[src/spot_pkg.sv]
`timescale 1ns / 1ps
// ----------------------------------------------------------------------------
// spot_pkg
// Shared types and constants for the shape pair overlap test.
// ----------------------------------------------------------------------------
package spot_pkg;

  localparam int COORD_BITS    = 16;
  localparam int FRACTION_BITS = 4;
  // one guard bit for differences, radius sums and truncated integer parts
  localparam int EXT_BITS      = COORD_BITS + 1;
  // a square of an EXT_BITS value never exceeds 2^(2*COORD_BITS)
  localparam int SQ_BITS       = 2 * COORD_BITS + 1;
  localparam int QUEUE_DEPTH   = 2;
  localparam int QPTR_BITS     = $clog2(QUEUE_DEPTH);

  typedef logic signed [COORD_BITS-1:0] coord_t;
  typedef logic signed [EXT_BITS-1:0]   ext_t;
  typedef logic        [SQ_BITS-1:0]    sq_t;

  typedef enum logic [1:0] {
    KIND_NONE   = 2'd0,
    KIND_POINT  = 2'd1,
    KIND_CIRCLE = 2'd2,
    KIND_RECT   = 2'd3
  } kind_t;

  // pair class after ordering so that the first shape has the lower kind
  typedef enum logic [2:0] {
    PAIR_NONE = 3'd0,
    PAIR_PP   = 3'd1,
    PAIR_PC   = 3'd2,
    PAIR_PR   = 3'd3,
    PAIR_CC   = 3'd4,
    PAIR_CR   = 3'd5,
    PAIR_RR   = 3'd6
  } pair_t;

  typedef struct packed {
    kind_t  kind;
    coord_t x1;
    coord_t y1;
    coord_t x2;
    coord_t y2;
  } shape_t;

  typedef struct packed {
    pair_t  pair;
    shape_t a;
    shape_t b;
  } entry_t;

  typedef struct packed {
    logic full;
    logic empty;
  } queue_stat_t;

endpackage

[src/spot_back.sv]
`timescale 1ns / 1ps
// ----------------------------------------------------------------------------
// spot_back
// Four-stage pipeline that carries out the overlap test for each pair.
// ----------------------------------------------------------------------------
module spot_back (
  input  logic                  clk,
  input  logic                  rst_n,
  input  spot_pkg::entry_t      head,
  input  spot_pkg::queue_stat_t stat,
  output logic                  pop,
  output logic                  out_valid,
  output logic                  out_overlap
);
  import spot_pkg::*;

  localparam ext_t TRUNC_BIAS = ext_t'((1 << FRACTION_BITS) - 1);

  function automatic coord_t clamp_c(coord_t v, coord_t lo, coord_t hi);
    coord_t res;
    if (v < lo) begin
      res = lo;
    end else if (v > hi) begin
      res = hi;
    end else begin
      res = v;
    end
    return res;
  endfunction

  // integer part, truncated toward zero
  function automatic ext_t trunc_int(coord_t v);
    ext_t ve;
    ve = ext_t'(v);
    if (v < 0) begin
      ve = ve + TRUNC_BIAS;
    end
    return ve >>> FRACTION_BITS;
  endfunction

  // stage 1: select point, centre and radius; settle the compare-only pairs
  logic   s1_valid_r;
  logic   s1_dist_r;
  logic   s1_hit_r;
  coord_t s1_px_r, s1_py_r, s1_cx_r, s1_cy_r;
  ext_t   s1_rad_r;

  coord_t s1_px_nxt, s1_py_nxt, s1_cx_nxt, s1_cy_nxt;
  ext_t   s1_rad_nxt;
  logic   s1_dist_nxt, s1_hit_nxt;

  // stage 2: differences
  logic s2_valid_r, s2_dist_r, s2_hit_r;
  ext_t s2_dx_r, s2_dy_r, s2_rad_r;

  // stage 3: squares
  logic s3_valid_r, s3_dist_r, s3_hit_r, s3_rneg_r;
  sq_t  s3_sqx_r, s3_sqy_r, s3_sqr_r;

  logic signed [2*EXT_BITS-1:0] prod_x, prod_y, prod_r;
  logic        [SQ_BITS:0]      dist_sum;

  logic out_valid_r, out_overlap_r;

  assign pop = !stat.empty;

  always_comb begin
    s1_px_nxt   = head.a.x1;
    s1_py_nxt   = head.a.y1;
    s1_cx_nxt   = head.b.x1;
    s1_cy_nxt   = head.b.y1;
    s1_rad_nxt  = ext_t'(head.b.x2);
    s1_dist_nxt = 1'b0;
    s1_hit_nxt  = 1'b0;
    unique case (head.pair)
      PAIR_PP: begin
        s1_hit_nxt = (trunc_int(head.a.x1) == trunc_int(head.b.x1)) &&
                     (trunc_int(head.a.y1) == trunc_int(head.b.y1));
      end
      PAIR_PC: begin
        s1_dist_nxt = 1'b1;
      end
      PAIR_PR: begin
        s1_hit_nxt = (head.a.x1 >= head.b.x1) && (head.a.x1 <= head.b.x2) &&
                     (head.a.y1 >= head.b.y1) && (head.a.y1 <= head.b.y2);
      end
      PAIR_CC: begin
        s1_dist_nxt = 1'b1;
        s1_rad_nxt  = ext_t'(head.a.x2) + ext_t'(head.b.x2);
      end
      PAIR_CR: begin
        // clamp the centre into the rectangle, test against the circle
        s1_dist_nxt = 1'b1;
        s1_px_nxt   = clamp_c(head.a.x1, head.b.x1, head.b.x2);
        s1_py_nxt   = clamp_c(head.a.y1, head.b.y1, head.b.y2);
        s1_cx_nxt   = head.a.x1;
        s1_cy_nxt   = head.a.y1;
        s1_rad_nxt  = ext_t'(head.a.x2);
      end
      PAIR_RR: begin
        s1_hit_nxt = (head.b.x1 <= head.a.x2) && (head.a.x1 <= head.b.x2) &&
                     (head.b.y1 <= head.a.y2) && (head.a.y1 <= head.b.y2);
      end
      default: begin
        s1_hit_nxt = 1'b0;
      end
    endcase
  end

  assign prod_x   = s2_dx_r * s2_dx_r;
  assign prod_y   = s2_dy_r * s2_dy_r;
  assign prod_r   = s2_rad_r * s2_rad_r;
  assign dist_sum = {1'b0, s3_sqx_r} + {1'b0, s3_sqy_r};

  always_ff @(posedge clk) begin
    if (!rst_n) begin
      s1_valid_r  <= 1'b0;
      s2_valid_r  <= 1'b0;
      s3_valid_r  <= 1'b0;
      out_valid_r <= 1'b0;
    end else begin
      s1_valid_r  <= !stat.empty;
      s2_valid_r  <= s1_valid_r;
      s3_valid_r  <= s2_valid_r;
      out_valid_r <= s3_valid_r;
    end
  end

  always_ff @(posedge clk) begin
    s1_px_r   <= s1_px_nxt;
    s1_py_r   <= s1_py_nxt;
    s1_cx_r   <= s1_cx_nxt;
    s1_cy_r   <= s1_cy_nxt;
    s1_rad_r  <= s1_rad_nxt;
    s1_dist_r <= s1_dist_nxt;
    s1_hit_r  <= s1_hit_nxt;

    s2_dx_r   <= ext_t'(s1_px_r) - ext_t'(s1_cx_r);
    s2_dy_r   <= ext_t'(s1_py_r) - ext_t'(s1_cy_r);
    s2_rad_r  <= s1_rad_r;
    s2_dist_r <= s1_dist_r;
    s2_hit_r  <= s1_hit_r;

    s3_sqx_r  <= prod_x[SQ_BITS-1:0];
    s3_sqy_r  <= prod_y[SQ_BITS-1:0];
    s3_sqr_r  <= prod_r[SQ_BITS-1:0];
    s3_rneg_r <= s2_rad_r[EXT_BITS-1];
    s3_dist_r <= s2_dist_r;
    s3_hit_r  <= s2_hit_r;

    if (s3_dist_r) begin
      out_overlap_r <= !s3_rneg_r && (dist_sum <= {1'b0, s3_sqr_r});
    end else begin
      out_overlap_r <= s3_hit_r;
    end
  end

  assign out_valid   = out_valid_r;
  assign out_overlap = out_overlap_r;

endmodule

[config.mk]
export PLATFORM = sky130hd
export DESIGN_NAME = spot_back
export DESIGN_NICKNAME = d
export VERILOG_FILES = /design/src/spot_pkg.sv /design/src/spot_back.sv
export SDC_FILE = /design/constraint.sdc
export NUM_CORES = 2
export LEC_CHECK = 0
export ABC_AREA = 1
export BUFFER_PORTS_ARGS = -buffer_cell sky130_fd_sc_hd__buf_2
export CORE_MARGIN = 2
export CORE_UTILIZATION = 60
export CTS_BUF_LIST = sky130_fd_sc_hd__clkbuf_8 sky130_fd_sc_hd__clkbuf_16
export DETAILED_ROUTE_END_ITERATION = 10
export PLACE_DENSITY = 0.77
export SLEW_MARGIN = 20
export SYNTH_ARGS = -nofsm -noshare
export SYNTH_HDL_FRONTEND = slang
export SYNTH_SLANG_ARGS = --single-unit
[constraint.sdc]
create_clock -name clk -period 5.55 [get_ports clk]
set_input_delay 0.2775 -clock clk [delete_from_list [all_inputs] [get_ports clk]]
set_output_delay 0.2775 -clock clk [all_outputs]
set_load 0.05 [all_outputs]
==> flow_summary.toml <==
[status]
status = "complete, but fails checks"
violations = "negative setup slack"

[critical_path]
critical_path_cell_count = 22
crit_path_end_kind = "register"
crit_path_max_fanout = 4
worstPathArrival_ns = 6.05
startpoint = "s2_dy_r[9]"
ff2ff_path_depth = 22
worst-path-buf-inv = 7
cpPeakStageDelay_ns = 0.56
crit_slowest_cell = "fa_1"
r2r_start = "s2_dy_r[9]"
crit_top_cell = "fa_1"
crit_family = "adder cells"
reg2reg_setup_slack_ns = -0.02
cp.required_ns = 6.02
cp_cell_sequence = "buf_6 > nand2_4 > inv_4 > buf_6 > fa_1 > inv_1 > fa_1 > inv_2 > fa_1 > fa_1 > fa_1 > inv_1 > fa_1 > inv_2 > ha_4 > nand2_4 > nor4_4 > nand2_1 > o211ai_1 > a21o_1 > a21oi_2 > xor2_1"
crit_type = "register to register"
cp-start-kind = "register"

[logic_synthesis]
synth-async-reset-ratio_pct = 0
netlist_instances = 5543
synth_edf_count = 0
synth_top_area_cell = "fa_1"
ys_seq_elements = 240
ys.flop_type = "dfxtp_1"
ys.warnings.count = 0
avgSynthCellArea_um2 = 8.04
synth_top_area_share_pct = 35.4
ys_top_cells_by_count = "1539 x inv_1, 1019 x nand2_1, 789 x fa_1"
synth_most_common_cell = "inv_1"
synth_area_mm2 = 0.0446
netlist-cell-type-count = 59
synth_fp_nets = 6944
yosys-top-cells-area = "fa_1 35%, ha_1 13%, inv_1 13%"
seq_area_frac_synth_pct = 10.8

[detailed_routing]
vias = 36400
drtAntennaViolNets = 0
wl_per_cell_um = 15.9
drt-total-wl_um = 110000
via_per_inst = 5.24
drc = 0
dr.pass1.iters = 6
first_iter_violations = 2125

[die]
die_w_um = 277
dieArea_mm2 = 0.0765
rows = 99
ioPinCount = 142
start_util_pct = 60.9
die_h_um = 277
coreArea_mm2 = 0.0732

[grt]
antenna_found_initial = 2
grt_pass1_wl_um = 181000
grt_pass1_vias = 38300
grt_max_degree = 102
overflow = 0
grt.total_usage_pct = 28.6

[placement]
port_buffers = 136
dp_hpwl_um = 91200
dp_cells = 6848
gp_congestion = 0.946

[clocking]
cts_buffer_depth = 3
cts_made_buffers = 30
cts_root_buffer = "clkbuf_16"
clock-sinks = 240
clk_pin_slew_ns = 0.06
clkLatencyLatePin_ns = 0.59
cts_tree = "done"
htreeDepth = 1

[sta]
hold_viol = 0
max_freq_mhz = 179
slew_viol_final = 0
rsz0062_at_grt = "yes"
finalSetupViolations = 2
finalCritPeriodShare_pct = 100
period_minus_slack_ns = 5.57
layout_setup_ws_ns = -0.0230
worst_slew_pin_slew_ns = 0.911
slew_headroom_pct = 39.1
fin_skew_ns = 0.0119

[worst_hold_path]
hold_start = "head[30]"
hold_depth = 3
worstHoldPathType = "primary input to register"

[cells_and_area]
nets = 7366
layout-drive-gt1-share_pct = 15.3
finalNonFillerCells = 6949
fillerInstances = 5421
area_growth_pct = 16.1

[flow_run]
max_cap_violations = 0
==> cells in the final DEF (no fill, tap or decap), drive strengths merged, types with 6 or more instances in the layout <==
| master | netlist | layout |
|---|---|---|
| nor3 | 39 | 39 |
| a211oi | 7 | 7 |
| o21ai | 238 | 238 |
| a21o | 17 | 17 |
| a21oi | 255 | 255 |
| xnor2 | 78 | 78 |
| ha | 473 | 473 |
| o221ai | 15 | 15 |
| buf | 31 | 517 |
| o2111ai | 7 | 7 |
| xor2 | 145 | 145 |
| nor4 | 11 | 11 |
| o21bai | 28 | 28 |
| nand3 | 103 | 103 |
| nand3b | 11 | 11 |
| inv | 1540 | 1548 |
| nand2 | 1023 | 1023 |
| a31oi | 10 | 10 |
| a21boi | 9 | 9 |
| dlygate4sd3 | 0 | 13 |
| nor2 | 234 | 234 |
| o31ai | 6 | 6 |
| fa | 789 | 789 |
| o21a | 15 | 15 |
| clkinvlp | 0 | 9 |
| clkbuf | 109 | 37 |
| or2 | 25 | 25 |
| nand4 | 44 | 44 |
| o211ai | 13 | 13 |
| dfxtp | 240 | 240 |
==> through the flow <==
| step | util (%) | TNS [ns] | hold WS [ns] | setup slack [ns] | area, um^2 |
|---|---|---|---|---|---|
| 2_1_floorplan | - | -0.0108 | 0.310 | -0.0108 | 44600 |
| 3_3_place_gp | 66.6 | -0.933 | 0.311 | -0.119 | 48800 |
| 3_5_place_dp | 66.6 | -2.73 | 0.312 | -0.190 | 48800 |
| 4_1_cts | 68.4 | 0 | 0.000350 | 0.00270 | 50100 |
| 5_1_grt | 70.6 | -1.36 | 0.0294 | -0.168 | 51700 |
| 6_report | 70.6 | -0.0345 | 0.0165 | -0.0230 | 51700 |
==> sequential cells by signal, summed over array words and instances (netlist names), 16 cells and up <==
name / flops
s1_px_r: 16
s2_rad_r: 17
s1_cx_r: 16
s2_dx_r: 17
s1_py_r: 16
s2_dy_r: 17
s3_sqy_r: 32
s1_rad_r: 17
s3_sqr_r: 32
s3_sqx_r: 32
s1_cy_r: 16
==> cell type report <==
class,instances,area [um^2],share of cell area (%)
Multi-Input combinational cell,3620,34700,67.1
Clock inverter,19,164,0.317
Clock buffer,37,858,1.66
Sequential cell,240,4930,9.54
Timing Repair Buffer,530,4020,7.78
Inverter,1543,5810,11.2
Tap cell,959,1200,2.32
Antenna cell,1,2.50,0.00484
==> logic make-up after synthesis <==
logic type                 share of synthesized area (%)
buffers and inverters                               14.3
and+or+nand+nor                                     13.7
adders and majority gates                           48.7
AOI/OAI and AO/OA                                   8.10
DFF                                                 10.8
xor gates and xnor gates                            4.38
==> worst paths after layout <==
path,to
worst max-delay path,s3_sqy_r[29]
worst min-delay path,s1_px_r[14]
worst min register to register,s2_rad_r[16]
worst max register to register,s3_sqy_r[29]
==> worst register-to-register path, delay by kind of cell, from the launching register on <==
family          cells  cell delay [ns]
xor+xnor            1             0.14
flops               1             0.37
buf+inv             7             0.49
simple gates        4             0.49
compound gates      3             0.60
fa+ha+maj           7             3.36
==> what timing repair did <==
item	4_1_cts	5_1_grt
endpoints found under the hold margin	14	0
buffers inserted	3	30
gates resized for setup	42	360
setup endpoints to repair	40	49
hold buffers	13	0
pin swaps	6	124
gates cloned	0	0
==> routing by layer <==
| metal | routed length (um) | vias to the layer above | global-route usage [%] | part of all wire (%) |
|---|---|---|---|---|
| met5 | 0 | - | 0 | 0 |
| met4 | 3730 | 0 | 8.84 | 3.4 |
| met3 | 5670 | 232 | 2.48 | 5.1 |
| met2 | 56600 | 1075 | 51.9 | 51 |
| met1 | 44500 | 17700 | 36.1 | 40 |
| li1 | - | 17400 | - | - |
Power is not shown: default switching activity piles up to over one toggle a cycle in this logic, so the estimate is an artifact.
